[src/sv/priority_task_queue_with_deferral_core_assert.svh]
// Assertion macros used by the core RTL file of the task queue.
`ifndef PRIORITY_TASK_QUEUE_WITH_DEFERRAL_CORE_ASSERT_SVH
`define PRIORITY_TASK_QUEUE_WITH_DEFERRAL_CORE_ASSERT_SVH

`ifndef SYNTHESIS

`define PTQD_ASSERT_IMP(label, pre, post, msg) \
   label: assert property (@(posedge clock) disable iff (reset) (pre) |-> (post)) \
      else $error(msg);

`define PTQD_ASSERT_NEXT(label, pre, post, msg) \
   label: assert property (@(posedge clock) disable iff (reset) (pre) |=> (post)) \
      else $error(msg);

`else

`define PTQD_ASSERT_IMP(label, pre, post, msg)

`define PTQD_ASSERT_NEXT(label, pre, post, msg)

`endif

`endif

[src/sv/ptqd_pkg.sv]
package ptqd_pkg;

   localparam int LEVEL_DEPTH = 16;
   localparam int NUM_LEVELS  = 5;

   localparam int LEVEL_W   = 3;
   localparam int TAG_W     = 16;
   localparam int TOKEN_W   = 16;
   localparam int STATUS_W  = 4;
   localparam int PEND_W    = 7;
   localparam int DEFER_W   = 6;
   localparam int CSR_IDX_W = 1;

   localparam int IDX_W  = (LEVEL_DEPTH > 1) ? $clog2(LEVEL_DEPTH) : 1;
   localparam int CNT_W  = $clog2(LEVEL_DEPTH + 1);
   localparam int SUM_W  = CNT_W + 1;
   localparam int TOTAL_W = CNT_W + 3;
   localparam int SLOTS  = NUM_LEVELS * LEVEL_DEPTH;
   localparam int ADDR_W = $clog2(SLOTS);

   localparam logic [LEVEL_W-1:0] LVL_REALTIME   = 3'd0;
   localparam logic [LEVEL_W-1:0] LVL_ELEVATED   = 3'd1;
   localparam logic [LEVEL_W-1:0] LVL_NORMAL     = 3'd2;
   localparam logic [LEVEL_W-1:0] LVL_BACKGROUND = 3'd3;
   localparam logic [LEVEL_W-1:0] LVL_IDLE       = 3'd4;

   localparam logic [CSR_IDX_W-1:0] CSR_THERMAL = 1'b0;
   localparam logic [CSR_IDX_W-1:0] CSR_BATTERY = 1'b1;

   typedef enum logic [1:0] {
      CMD_SUBMIT,
      CMD_RUN_NEXT,
      CMD_BURST_START,
      CMD_BURST_END
   } command_type;

   typedef enum logic [STATUS_W-1:0] {
      ST_QUEUED,
      ST_DEFERRED,
      ST_REJ_THERMAL,
      ST_REJ_BATTERY,
      ST_DISPATCHED,
      ST_EMPTY,
      ST_BURST_ON,
      ST_BURST_OFF,
      ST_FULL
   } status_type;

   typedef enum logic [1:0] {
      S_IDLE,
      S_EXEC,
      S_READ
   } state_type;

   typedef struct packed {
      logic               tok_ok;
      logic [TOKEN_W-1:0] token;
      logic [TAG_W-1:0]   tag;
   } task_entry_type;

   localparam int ENTRY_W = $bits(task_entry_type);

   function automatic logic level_eligible(logic [LEVEL_W-1:0] lv, logic burst);
      return (lv < LVL_BACKGROUND) || !burst;
   endfunction

   function automatic logic [ADDR_W-1:0] slot_addr(logic [LEVEL_W-1:0] lv,
                                                   logic [IDX_W-1:0] pos);
      return ADDR_W'(lv) * ADDR_W'(LEVEL_DEPTH) + ADDR_W'(pos);
   endfunction

endpackage

[src/sv/ptqd_task_ram.sv]
module ptqd_task_ram #(
   parameter int DEPTH = 80,
   parameter int WIDTH = 33
) (
   input  logic                     clock,
   input  logic                     write_enable,
   input  logic [$clog2(DEPTH)-1:0] write_address,
   input  logic [WIDTH-1:0]         write_data,
   input  logic                     read_enable,
   input  logic [$clog2(DEPTH)-1:0] read_address,
   output logic [WIDTH-1:0]         read_data
);

   logic [WIDTH-1:0] mem_ff [DEPTH];
   logic [WIDTH-1:0] read_data_ff;

   always_ff @(posedge clock) begin
      if (write_enable) begin
         mem_ff[write_address] <= write_data;
      end
      if (read_enable) begin
         read_data_ff <= mem_ff[read_address];
      end
   end

   assign read_data = read_data_ff;

endmodule

[src/sv/priority_task_queue_with_deferral_core.sv]
// Strict-priority task queue with five levels and burst deferral.
// Input channel (req_*): one item carries a command, a priority level and a
// task tag; it is accepted when req_valid is high and req_stall is low.
// Result channel (rsp_*): every item yields exactly one result, held in an
// output register until rsp_valid is high and rsp_stall is low.
// The csr_* port writes the thermal throttle and battery flags at any edge
// with csr_write_enable high; use it only while the block is idle (unchecked).
// Tasks live in one synchronous RAM of five rings of LEVEL_DEPTH entries.
// An item is latched at its accepting edge and executed in state S_EXEC once
// the output register is free; submits, burst commands and empty dispatches
// load their result there, while a dispatch that finds a task first reads
// the head entry from the RAM and loads its result in state S_READ. A new
// item is accepted only in S_IDLE, once the block is through with the last.
// One item is in work at a time; the input register takes the next item
// while an earlier result still waits on the output register.
// A stalled receiver holds the result; the block then finishes latching one
// more item and waits with it until the output register is free.
// Synchronous reset empties all levels, clears the burst flag, the token
// counter and both flags; the RAM contents are left undefined, since only
// written entries are ever read.
`include "priority_task_queue_with_deferral_core_assert.svh"

module priority_task_queue_with_deferral_core
   import ptqd_pkg::*;
(
   input  logic                 clock,
   input  logic                 reset,

   input  logic                 req_valid,
   output logic                 req_stall,
   input  logic [1:0]           req_command,
   input  logic [LEVEL_W-1:0]   req_priority_level,
   input  logic [TAG_W-1:0]     req_task_tag,

   output logic                 rsp_valid,
   input  logic                 rsp_stall,
   output logic [STATUS_W-1:0]  rsp_status,
   output logic                 rsp_token_valid,
   output logic [TOKEN_W-1:0]   rsp_token_id,
   output logic [TAG_W-1:0]     rsp_dispatched_tag,
   output logic [LEVEL_W-1:0]   rsp_dispatched_level,
   output logic [PEND_W-1:0]    rsp_pending_count,
   output logic [DEFER_W-1:0]   rsp_deferred_count,
   output logic                 rsp_burst_active,

   input  logic                 csr_write_enable,
   input  logic [CSR_IDX_W-1:0] csr_index,
   input  logic                 csr_write_data
);

   state_type            state_ff, state_in;
   command_type          cmd_ff;
   logic [LEVEL_W-1:0]   lv_ff, lv_in;
   logic [TAG_W-1:0]     tag_ff;
   logic [LEVEL_W-1:0]   sel_lv_ff, sel_lv_in;

   logic [IDX_W-1:0]     head_ff  [NUM_LEVELS];
   logic [IDX_W-1:0]     head_in  [NUM_LEVELS];
   logic [CNT_W-1:0]     count_ff [NUM_LEVELS];
   logic [CNT_W-1:0]     count_in [NUM_LEVELS];
   logic                 burst_ff, burst_in;
   logic [TOKEN_W-1:0]   token_ff, token_in;
   logic                 thermal_ff, battery_ff;

   logic                 rsp_valid_ff, rsp_valid_in;
   status_type           rsp_status_ff, res_status;
   logic                 rsp_tv_ff, res_tv;
   logic [TOKEN_W-1:0]   rsp_tid_ff, res_tid;
   logic [TAG_W-1:0]     rsp_dtag_ff, res_dtag;
   logic [LEVEL_W-1:0]   rsp_dlv_ff, res_dlv;
   logic [PEND_W-1:0]    rsp_pend_ff, res_pend;
   logic [DEFER_W-1:0]   rsp_defer_ff, res_defer;
   logic                 rsp_burst_ff;
   logic                 rsp_load;

   logic                 req_accept;
   logic                 out_free;
   logic                 found;
   logic [LEVEL_W-1:0]   found_lv;
   logic                 defer;
   logic [SUM_W-1:0]     pos_sum;
   logic [IDX_W-1:0]     tail_pos;

   logic                 ram_we, ram_re;
   logic [ADDR_W-1:0]    ram_waddr, ram_raddr;
   task_entry_type       ram_wdata, ram_rdata;

   assign req_stall  = (state_ff != S_IDLE);
   assign req_accept = req_valid && !req_stall;
   assign out_free   = !rsp_valid_ff || !rsp_stall;

   assign lv_in = (req_priority_level > LVL_IDLE) ? LVL_IDLE : req_priority_level;

   always_comb begin
      found    = 1'b0;
      found_lv = LVL_REALTIME;
      for (int l = 0; l < NUM_LEVELS; l++) begin
         if (!found && level_eligible(LEVEL_W'(l), burst_ff) && (count_ff[l] != '0)) begin
            found    = 1'b1;
            found_lv = LEVEL_W'(l);
         end
      end
   end

   assign defer    = burst_ff && (lv_ff >= LVL_BACKGROUND);
   assign pos_sum  = SUM_W'(head_ff[lv_ff]) + SUM_W'(count_ff[lv_ff]);
   assign tail_pos = (pos_sum >= SUM_W'(LEVEL_DEPTH)) ?
                     IDX_W'(pos_sum - SUM_W'(LEVEL_DEPTH)) : IDX_W'(pos_sum);

   always_comb begin
      state_in = state_ff;
      unique case (state_ff)
         S_IDLE: begin
            if (req_accept) begin
               state_in = S_EXEC;
            end
         end
         S_EXEC: begin
            if (out_free) begin
               state_in = ((cmd_ff == CMD_RUN_NEXT) && found) ? S_READ : S_IDLE;
            end
         end
         S_READ: begin
            state_in = S_IDLE;
         end
         default: begin
            state_in = S_IDLE;
         end
      endcase
   end

   always_comb begin
      logic [TOTAL_W-1:0] pend_sum;
      logic [TOTAL_W-1:0] defer_sum;

      head_in    = head_ff;
      count_in   = count_ff;
      burst_in   = burst_ff;
      token_in   = token_ff;
      sel_lv_in  = sel_lv_ff;
      ram_we     = 1'b0;
      ram_waddr  = slot_addr(lv_ff, tail_pos);
      ram_wdata  = '{tok_ok: 1'b0, token: '0, tag: tag_ff};
      ram_re     = 1'b0;
      ram_raddr  = slot_addr(found_lv, head_ff[found_lv]);
      rsp_load   = 1'b0;
      res_status = ST_EMPTY;
      res_tv     = 1'b0;
      res_tid    = '0;
      res_dtag   = '0;
      res_dlv    = '0;

      unique case (state_ff)
         S_EXEC: begin
            if (out_free) begin
               unique case (cmd_ff)
                  CMD_SUBMIT: begin
                     rsp_load = 1'b1;
                     priority if (!defer && thermal_ff && (lv_ff >= LVL_BACKGROUND)) begin
                        res_status = ST_REJ_THERMAL;
                     end else if (!defer && battery_ff && (lv_ff == LVL_IDLE)) begin
                        res_status = ST_REJ_BATTERY;
                     end else if (count_ff[lv_ff] >= CNT_W'(LEVEL_DEPTH)) begin
                        res_status = ST_FULL;
                     end else begin
                        ram_we          = 1'b1;
                        count_in[lv_ff] = count_ff[lv_ff] + CNT_W'(1);
                        if (defer) begin
                           res_status = ST_DEFERRED;
                        end else begin
                           ram_wdata  = '{tok_ok: 1'b1, token: token_ff, tag: tag_ff};
                           token_in   = token_ff + TOKEN_W'(1);
                           res_status = ST_QUEUED;
                           res_tv     = 1'b1;
                           res_tid    = token_ff;
                        end
                     end
                  end
                  CMD_RUN_NEXT: begin
                     if (found) begin
                        ram_re             = 1'b1;
                        sel_lv_in          = found_lv;
                        head_in[found_lv]  = (head_ff[found_lv] == IDX_W'(LEVEL_DEPTH - 1)) ?
                                             '0 : head_ff[found_lv] + IDX_W'(1);
                        count_in[found_lv] = count_ff[found_lv] - CNT_W'(1);
                     end else begin
                        rsp_load   = 1'b1;
                        res_status = ST_EMPTY;
                     end
                  end
                  CMD_BURST_START: begin
                     rsp_load   = 1'b1;
                     burst_in   = 1'b1;
                     token_in   = token_ff + TOKEN_W'(1);
                     res_status = ST_BURST_ON;
                     res_tv     = 1'b1;
                     res_tid    = token_ff;
                  end
                  CMD_BURST_END: begin
                     rsp_load   = 1'b1;
                     burst_in   = 1'b0;
                     res_status = ST_BURST_OFF;
                  end
                  default: begin
                     rsp_load = 1'b0;
                  end
               endcase
            end
         end
         S_READ: begin
            rsp_load   = 1'b1;
            res_status = ST_DISPATCHED;
            res_tv     = ram_rdata.tok_ok;
            res_tid    = ram_rdata.tok_ok ? ram_rdata.token : '0;
            res_dtag   = ram_rdata.tag;
            res_dlv    = sel_lv_ff;
         end
         default: begin
            rsp_load = 1'b0;
         end
      endcase

      pend_sum = '0;
      for (int l = 0; l < NUM_LEVELS; l++) begin
         if (level_eligible(LEVEL_W'(l), burst_in)) begin
            pend_sum = pend_sum + TOTAL_W'(count_in[l]);
         end
      end
      defer_sum = burst_in ?
                  TOTAL_W'(count_in[LVL_BACKGROUND]) + TOTAL_W'(count_in[LVL_IDLE]) : '0;
      res_pend  = PEND_W'(pend_sum);
      res_defer = DEFER_W'(defer_sum);
   end

   assign rsp_valid_in = rsp_load || (rsp_valid_ff && rsp_stall);

   always_ff @(posedge clock) begin
      if (reset) begin
         state_ff     <= S_IDLE;
         burst_ff     <= 1'b0;
         token_ff     <= '0;
         thermal_ff   <= 1'b0;
         battery_ff   <= 1'b0;
         rsp_valid_ff <= 1'b0;
         for (int l = 0; l < NUM_LEVELS; l++) begin
            head_ff[l]  <= '0;
            count_ff[l] <= '0;
         end
      end else begin
         state_ff     <= state_in;
         burst_ff     <= burst_in;
         token_ff     <= token_in;
         rsp_valid_ff <= rsp_valid_in;
         head_ff      <= head_in;
         count_ff     <= count_in;
         if (csr_write_enable) begin
            unique case (csr_index)
               CSR_THERMAL: thermal_ff <= csr_write_data;
               CSR_BATTERY: battery_ff <= csr_write_data;
               default:     thermal_ff <= thermal_ff;
            endcase
         end
      end
   end

   always_ff @(posedge clock) begin
      if (req_accept) begin
         cmd_ff <= command_type'(req_command);
         lv_ff  <= lv_in;
         tag_ff <= req_task_tag;
      end
      sel_lv_ff <= sel_lv_in;
      if (rsp_load) begin
         rsp_status_ff <= res_status;
         rsp_tv_ff     <= res_tv;
         rsp_tid_ff    <= res_tid;
         rsp_dtag_ff   <= res_dtag;
         rsp_dlv_ff    <= res_dlv;
         rsp_pend_ff   <= res_pend;
         rsp_defer_ff  <= res_defer;
         rsp_burst_ff  <= burst_in;
      end
   end

   ptqd_task_ram #(
      .DEPTH (SLOTS),
      .WIDTH (ENTRY_W)
   ) u_task_ram (
      .clock         (clock),
      .write_enable  (ram_we),
      .write_address (ram_waddr),
      .write_data    (ram_wdata),
      .read_enable   (ram_re),
      .read_address  (ram_raddr),
      .read_data     (ram_rdata)
   );

   assign rsp_valid            = rsp_valid_ff;
   assign rsp_status           = rsp_status_ff;
   assign rsp_token_valid      = rsp_tv_ff;
   assign rsp_token_id         = rsp_tid_ff;
   assign rsp_dispatched_tag   = rsp_dtag_ff;
   assign rsp_dispatched_level = rsp_dlv_ff;
   assign rsp_pending_count    = rsp_pend_ff;
   assign rsp_deferred_count   = rsp_defer_ff;
   assign rsp_burst_active     = rsp_burst_ff;

   `PTQD_ASSERT_IMP(a_read_after_exec, state_ff == S_READ, $past(state_ff) == S_EXEC, "RAM read state entered from a state other than execute")
   `PTQD_ASSERT_IMP(a_read_slot_free, state_ff == S_READ, !rsp_valid_ff, "Dispatch read finished while the output register was still full")
   `PTQD_ASSERT_NEXT(a_exec_waits, (state_ff == S_EXEC) && !out_free, state_ff == S_EXEC, "Item left execute while the output register was blocked")

endmodule
[config.mk]
export PLATFORM = sky130hd
export DESIGN_NAME = priority_task_queue_with_deferral_core
export DESIGN_NICKNAME = d
export VERILOG_FILES = /design/src/sv/ptqd_pkg.sv /design/src/sv/ptqd_task_ram.sv /design/src/sv/priority_task_queue_with_deferral_core.sv
export VERILOG_INCLUDE_DIRS = /design/src /design/src/sv
export SDC_FILE = /design/constraint.sdc
export NUM_CORES = 2
export LEC_CHECK = 0
export BUFFER_PORTS_ARGS = -buffer_cell sky130_fd_sc_hd__buf_2
export CAP_MARGIN = 20
export CORE_ASPECT_RATIO = 1.75
export CORE_UTILIZATION = 40
export DETAILED_ROUTE_END_ITERATION = 16
export SLEW_MARGIN = 25
export SYNTH_ARGS = -nofsm -noshare
export SYNTH_HDL_FRONTEND = slang
export SYNTH_SLANG_ARGS = --single-unit
[constraint.sdc]
create_clock -name clock -period 19.3 [get_ports clock]
set_input_delay 1.93 -clock clock [delete_from_list [all_inputs] [get_ports clock]]
set_output_delay 1.93 -clock clock [all_outputs]
set_load 0.05 [all_outputs]
=== After elaboration in Yosys (flattened, before gate mapping) ===
Memories as Yosys holds them, arrays and structs flattened. A register that Yosys moved wholly into a read port is not among the register bits.
Index checks and enable logic that the tools add are counted.

* $add $sub $neg: 13
* Order comparisons: 8
* Eq/ne operators: 13
* Multiplexer cells: 98
* Bitwise gates (word level): 3
* Reductions and logical operators: 42

{| class="wikitable"
|+ Operators with widths
! cell !! number
|-
| $mux W33 || 7
|-
| $mux W16 || 10
|-
| $mux W25 || 6
|-
| $pmux W16 S2 || 3
|-
| $bwmux W25 || 2
|-
| $pmux W25 S2 || 1
|-
| $mux W4 || 11
|-
| $bmux W5 S3 || 2
|-
| $demux W5 S3 || 2
|-
| $mux W5 || 6
|-
| $mux W1 || 28
|-
| $reduce_bool A5 Y1 || 5
|-
| $bmux W4 S3 || 2
|-
| $bwmux W20 || 1
|-
| $add A16 B1 Y16 const B || 1
|-
| $logic_and A1 B1 Y1 || 16
|-
| $pmux W4 S4 || 1
|-
| $add A7 B4 Y7 || 2
|-
| $add A7 B5 Y7 || 2
|-
| $mux W7 || 2
|-
| $add A5 B5 Y6 || 2
|-
| $demux W4 S3 || 1
|-
| $ne A2 B2 Y1 const B || 6
|-
| $mux W2 || 5
|-
| 30 further kinds || 53
|}

* Bits in registers: 145
* RAM bits: 2640
* Input bits: 28
* Output and inout port bits: 56
* Logic and storage cells: 206
* Memories kept: 1

{| class="wikitable"
|+ Memory list
! name !! words !! bits a word !! read ports !! clocked after memory_dff !! wr ports !! line !! text
|-
| u_task_ram.mem_ff || 80 || 33 || 1 || 1 || 1 || ptqd_task_ram.sv:14 || <nowiki>logic [WIDTH-1:0] mem_ff [DEPTH];</nowiki>
|}

=== Longest topological paths before layout ===
* Word-level depth: 32
* Mapped depth: 29
* Mapped depth without buffers: 26

=== Cells and area by module ===
From an unflattened synthesis, not the netlist that was laid out.

* Cells, all modules: 5490
* Area total of the unflattened synthesis: 110808.8 µm²

{| class="wikitable"
|+ By module, submodules not included
! module !! instances !! cells an instance !! area an instance (µm²) !! seq. area each (µm²)
|-
| ptqd_task_ram || 1 || 4560 || 102089.2 || 80267.0
|-
| priority_task_queue_with_deferral_core || 1 || 930 || 8719.6 || 3683.5
|}

=== Worst setup path after synthesis ===
Ideal clock, no wire load.

* Path type: input -> register
* Start: input port rsp_stall
* End: register rsp_pend_ff[6], in the netlist rsp_pending_count[6], data pin
* Library setup time: 0.258 ns
* Arrival: 6.411 ns
* Data required time: 19.042 ns
* Path slack: 12.631 ns
* Stages: 21
* Buffers on the path: 2
* Path through: a21boi_1 > nand2b_1 > clkbuf_1 > buf_1 > a21oi_1 > o22ai_1 > fa_1 > inv_1 > fa_1 > ha_1 > a21o_1 > xnor2_1 > o21ai_0 > ha_1 > a21oi_1 > inv_1 > a21oi_1 > mux2_2 > o22ai_1 > nand2_1 > xnor2_1

* Longest elaborated chain between the ends: 10
* Elaborated cells between the ends (all ways): 12
* Those cells by class: add/sub: 4; mux: 6; reduce/logical: 2

{| class="wikitable"
|+ RTL lines
! what !! line !! text
|-
| from (decl) || priority_task_queue_with_deferral_core.sv:36 || <nowiki>input logic rsp_stall,</nowiki>
|-
| $logic_not A1 Y1 (*) || priority_task_queue_with_deferral_core.sv:90 || <nowiki>assign out_free = !rsp_valid_ff || !rsp_stall;</nowiki>
|-
| $logic_or A1 B1 Y1 (*) || priority_task_queue_with_deferral_core.sv:90 ||
|-
| $mux W25 || priority_task_queue_with_deferral_core.sv:155 || <nowiki>if (out_free) begin</nowiki>
|-
| $mux W25 || priority_task_queue_with_deferral_core.sv:153 || <nowiki>unique case (state_ff)</nowiki>
|-
| $add A5 B5 Y6 || priority_task_queue_with_deferral_core.sv:226 || <nowiki>pend_sum = pend_sum + TOTAL_W'(count_in[l]);</nowiki>
|-
| $add A6 B5 Y7 || priority_task_queue_with_deferral_core.sv:226 ||
|-
| $add A7 B5 Y7 || priority_task_queue_with_deferral_core.sv:226 ||
|-
| $mux W7 || priority_task_queue_with_deferral_core.sv:225 || <nowiki>if (level_eligible(LEVEL_W'(l), burst_in)) begin</nowiki>
|-
| $add A7 B5 Y7 || priority_task_queue_with_deferral_core.sv:226 ||
|-
| $mux W7 (*) || priority_task_queue_with_deferral_core.sv:225 ||
|-
| net res_pend[6] || priority_task_queue_with_deferral_core.sv:71 || <nowiki>logic [PEND_W-1:0] rsp_pend_ff, res_pend;</nowiki>
|-
| to (signal assigned) || priority_task_queue_with_deferral_core.sv:279 || <nowiki>rsp_pend_ff <= res_pend;</nowiki>
|-
| to (decl) || priority_task_queue_with_deferral_core.sv:71 ||
|}

The timed path passes the listed nets; every way through them passes the cells marked *.
A chain may end at the register's enable or synchronous reset.

=== Final worst setup path ===
* Start: register count_ff[16] (netlist bit)
* End: register u_task_ram.read_data_ff[29], in the netlist u_task_ram.read_data[29], read port of u_task_ram.mem_ff, data pin

* Longest elaborated chain between the ends: 19
* Elaborated cells between the ends (all ways): 27
* Those cells by class: add/sub: 1; mux: 15; bitwise: 1; reduce/logical: 10

{| class="wikitable"
|+ RTL lines
! what !! line !! text
|-
| from (decl) || priority_task_queue_with_deferral_core.sv:59 || <nowiki>logic [CNT_W-1:0] count_ff [NUM_LEVELS];</nowiki>
|-
| from (signal assigned) || priority_task_queue_with_deferral_core.sv:255 || <nowiki>count_ff <= count_in;</nowiki>
|-
| $reduce_bool A5 Y1 (*) || priority_task_queue_with_deferral_core.sv:98 || <nowiki>if (!found && level_eligible(LEVEL_W'(l), burst_ff) && (count_ff[l] != '0)) begin</nowiki>
|-
| $logic_and A1 B1 Y1 (*) || priority_task_queue_with_deferral_core.sv:98 ||
|-
| $mux W1 || priority_task_queue_with_deferral_core.sv:98 ||
|-
| $logic_not A1 Y1 || priority_task_queue_with_deferral_core.sv:98 ||
|-
| $logic_and A1 B1 Y1 || priority_task_queue_with_deferral_core.sv:98 ||
|-
| $mux W1 || priority_task_queue_with_deferral_core.sv:98 ||
|-
| $logic_not A1 Y1 || priority_task_queue_with_deferral_core.sv:98 ||
|-
| $logic_and A1 B1 Y1 (2 in a row) || priority_task_queue_with_deferral_core.sv:98 ||
|-
| $mux W1 || priority_task_queue_with_deferral_core.sv:98 ||
|-
| $logic_not A1 Y1 || priority_task_queue_with_deferral_core.sv:98 ||
|-
| $logic_and A1 B1 Y1 (2 in a row) || priority_task_queue_with_deferral_core.sv:98 ||
|-
| $mux W3 || priority_task_queue_with_deferral_core.sv:98 ||
|-
| $not A3 Y4 (not written as such) || priority_task_queue_with_deferral_core.sv:145 || <nowiki>ram_raddr = slot_addr(found_lv, head_ff[found_lv]);</nowiki>
|-
| $bmux W4 S3 || priority_task_queue_with_deferral_core.sv:145 ||
|-
| $mux W4 (not written as such) (2 in a row) || priority_task_queue_with_deferral_core.sv:145 ||
|-
| $add A7 B4 Y7 || ptqd_pkg.sv:69 || <nowiki>return ADDR_W'(lv) * ADDR_W'(LEVEL_DEPTH) + ADDR_W'(pos);</nowiki>
|-
| to (decl) || ptqd_task_ram.sv:15 || <nowiki>logic [WIDTH-1:0] read_data_ff;</nowiki>
|}

Every way passes the cells marked *; elsewhere a longest branch is shown, timed or not. The select of a mux whose other input is x is not followed.

==> out/results.tsv <==
stage	metric	value	unit
outcome	status	completed	
floorplanning	die_w	404.1	um
floorplanning	floorplan.core_area	281800	um2
grt	grt_start_max_net_pins	143	
grt	grt_pass1_wl	563.8	mm
sta	setup_tns	0	ps
synthesis	netlist.area_leader.share	0.7300	
grt	met3_usage	0.05379	
grt	grt_overflow	0	
sta	period_needed	10070	ps
sta	rsz0062_at_grt	no	
routing	first_pass_iters	7	
clock_tree	postCtsResizedCells	0	
synthesis	synthFlopType	edfxtp_1	
grt	gr-usage-met1	0.3144	
clock_tree	cts_made_buffers	239	
floorplanning	start_util	0.4015	
routing	wl_per_cell	34.91	um
routing	drtIter0Drc	10192	
clock_tree	root_buffer	clkbuf_16	
critical_path	end_kind	flop	
critical_path	critPathLaunchType	flop	
synthesis	ys_seq_elements	2818	
floorplanning	die_h	705.6	um
layout	fin_util	0.4524	
job	cap_violations	0	
clock_tree	cts_tree	built	
synthesis	synth_top_family_by_area	simple AND/OR/NAND/NOR gates	
power_and_ir_drop	power_density	114.4	nW/um2
routing	wl	415.9	mm
clock_tree	ctsLongestPathBuffers	4	
critical_path	required	19960	ps
layout	final_area	127500	um2
synthesis	yosys-top-cells-area	edfxtp_1, nand2_1, mux2i_1	
routing	drtAntennaViolNets	0	
routing	viasPerCell	6.133	
sta	hold_violations	0	
floorplanning	io_pins	84	
placed_design	dp_hpwl	248.0	mm
clock_tree	clock_sinks	2818	
synthesis	yosysMostFrequentCell	edfxtp_1	
floorplanning	die_area	285100	um2
grt	gr-max-usage-layer	met2	
layout	drive_gt1_frac	0.1193	
layout	fin_cells	11914	
sta	relSlewSlack	0.1640	
clock_tree	clk_latency	940	ps
layout	layout.nets	8005	
clock_tree	clk_pin_slew	70	ps
placed_design	dp.cells	11464	
min_path	hold_path_class	reg2reg	
placed_design	gp_congestion	0.9446	
synthesis	synth-edff-count	2751	
synthesis	yosysWarningCount	0	
sta	worst_slew_pin_slew	1253	ps
placed_design	placed_area	119500	um2
sta	fmax	99.26	MHz
synthesis	yosysTopAreaCell	edfxtp_1	
clock_tree	cts_setup_buffers	0	
floorplanning	num_rows	258	
power_and_ir_drop	irDropWorstVdd	101.4	uV
routing	drc	0	
synthesis	synthArstFlopShare	0	
synthesis	synth_xor_area_frac	0.003096	
grt	grt_pass1_vias	70078	
synthesis	yosys.area_share.simple	0.09917	
synthesis	ys_seq_area_frac	0.7419	
synthesis	ys_types	90	
critical_path	cp.arrival	10730	ps
grt	grt_usage	0.2849	
synthesis	avgSynthCellArea	14.54	um2
critical_path	critical_path_class	reg2reg	
clock_tree	htree_levels	4	
synthesis	syn-cell-area	113200	um2
layout	area_growth	12.66	%
grt	antenna_found_initial	34	
sta	setup_ws	9225	ps
synthesis	synth_nets	7848	
routing	vias	73065	
synthesis	synth-compound-area-share	0.07428	
synthesis	synthMuxAreaShare	0.05428	
sta	fin_skew	95.40	ps
clock_tree	cts_hold_buffers	0	
critical_path	cp_max_fo	123	
sta	drv_slew	0	
sta	min_period_over_period	0.5220	
grt	met2_usage	0.4742	
synthesis	ys_top_cells_by_count	edfxtp_1, nand2_1, mux2i_1	
power_and_ir_drop	leakage	42.83	nW
sta	setup_viol	0	
synthesis	synth_cells	7781	
placed_design	pre_cts_slack	9773	ps
synthesis	synth_fa_ha_area_frac	0.004976	
placed_design	io_buffers	83	
## layout make-up
class | instances | area, um2
Antenna cell | 10 | 25.02
Tap cell | 3770 | 4717
Sequential cell | 2818 | 83950
Clock buffer | 281 | 6212
Inverter | 46 | 190.2
Fill cell | 24551 | 154300
Clock inverter | 156 | 1664
Timing Repair Buffer | 398 | 3012
Multi-Input combinational cell | 4435 | 27710
## placed cells by master, fill, tap and decap left out, types with 41 or more instances in the layout
cell type	count
edfxtp_1	2751
nand2_1	1515
mux2i_1	563
nand3_1	513
buf_4	293
clkbuf_16	242
a21oi_1	211
o22ai_1	128
nor2_1	123
nand4_1	109
o21ai_0	107
a31oi_1	105
a211oi_1	100
a311oi_1	96
nor2_4	89
buf_2	83
o211a_1	70
dfxtp_1	67
clkinv_1	58
clkinv_2	44
inv_1	42
a22oi_1	41
a32oi_1	41
## logic make-up (layout without fill, tap and decap cells)
family	count (synthesis)	count (layout)
other	0	10
and+or+nand+nor	2574	2574
adders and majority gates	39	39
xor gates and xnor gates	40	40
AOI/OAI and AO/OA	1183	1183
buffers and inverters	528	881
DFF	2818	2818
muxes	599	599
## worst paths after layout
path / slack [ps] / cells past startpoint / start / endpoint
min reg2reg: 500 / 2 / head_ff[6] / head_ff[6]
min: 500 / 2 / head_ff[6] / head_ff[6]
max reg2reg: 9230 / 16 / count_ff[16] / u_task_ram.read_data[29]
max: 9230 / 16 / count_ff[16] / u_task_ram.read_data[29]
## registers in the layout (all words and copies together) (netlist names), 3 cells and up
signal	cells
rsp_deferred_count	6
token_ff	16
sel_lv_ff	3
head_ff	20
rsp_status	4
rsp_token_id	16
rsp_pending_count	7
rsp_dispatched_tag	16
count_ff	25
lv_ff	3
u_task_ram.mem_ff	2640
tag_ff	16
rsp_dispatched_level	3
u_task_ram.read_data	33
## critical path, cell delays in order (launching register included)
cell and delay, ps:
dfxtp_1 440, nor4_4 580, and4_1 460, nand4_4 590, inv_4 760, buf_4 490
and2_1 320, a21oi_4 180, inv_8 610, buf_4 760, buf_4 860, buf_12 620
mux2i_1 280, o22ai_1 110, o21ai_1 820, nand4_1 1000, o32a_1 670
## through the flow
stage | hold slack [ps] | power, mW
6_report | 501.2 | 14.58
5_1_grt | 529.8 | 14.86
4_1_cts | 501.1 | 14.54
3_5_place_dp | 491.2 | 9.637
3_3_place_gp | 479.6 | 9.581
2_1_floorplan | 443.9 | 8.425
## report_power, final
group          internal [mW]  switching (mW)
clock network           2.76            2.24
registers               6.70          0.0203
logic                  0.741            2.12
## metal layers
layer | vias up | share of wire
met4 | 16 | 0.10
met5 | - | 0.00027
met1 | 37252 | 0.33
met2 | 4507 | 0.48
met3 | 1230 | 0.091
li1 | 30060 | -
(Power assumes the default switching activity.)
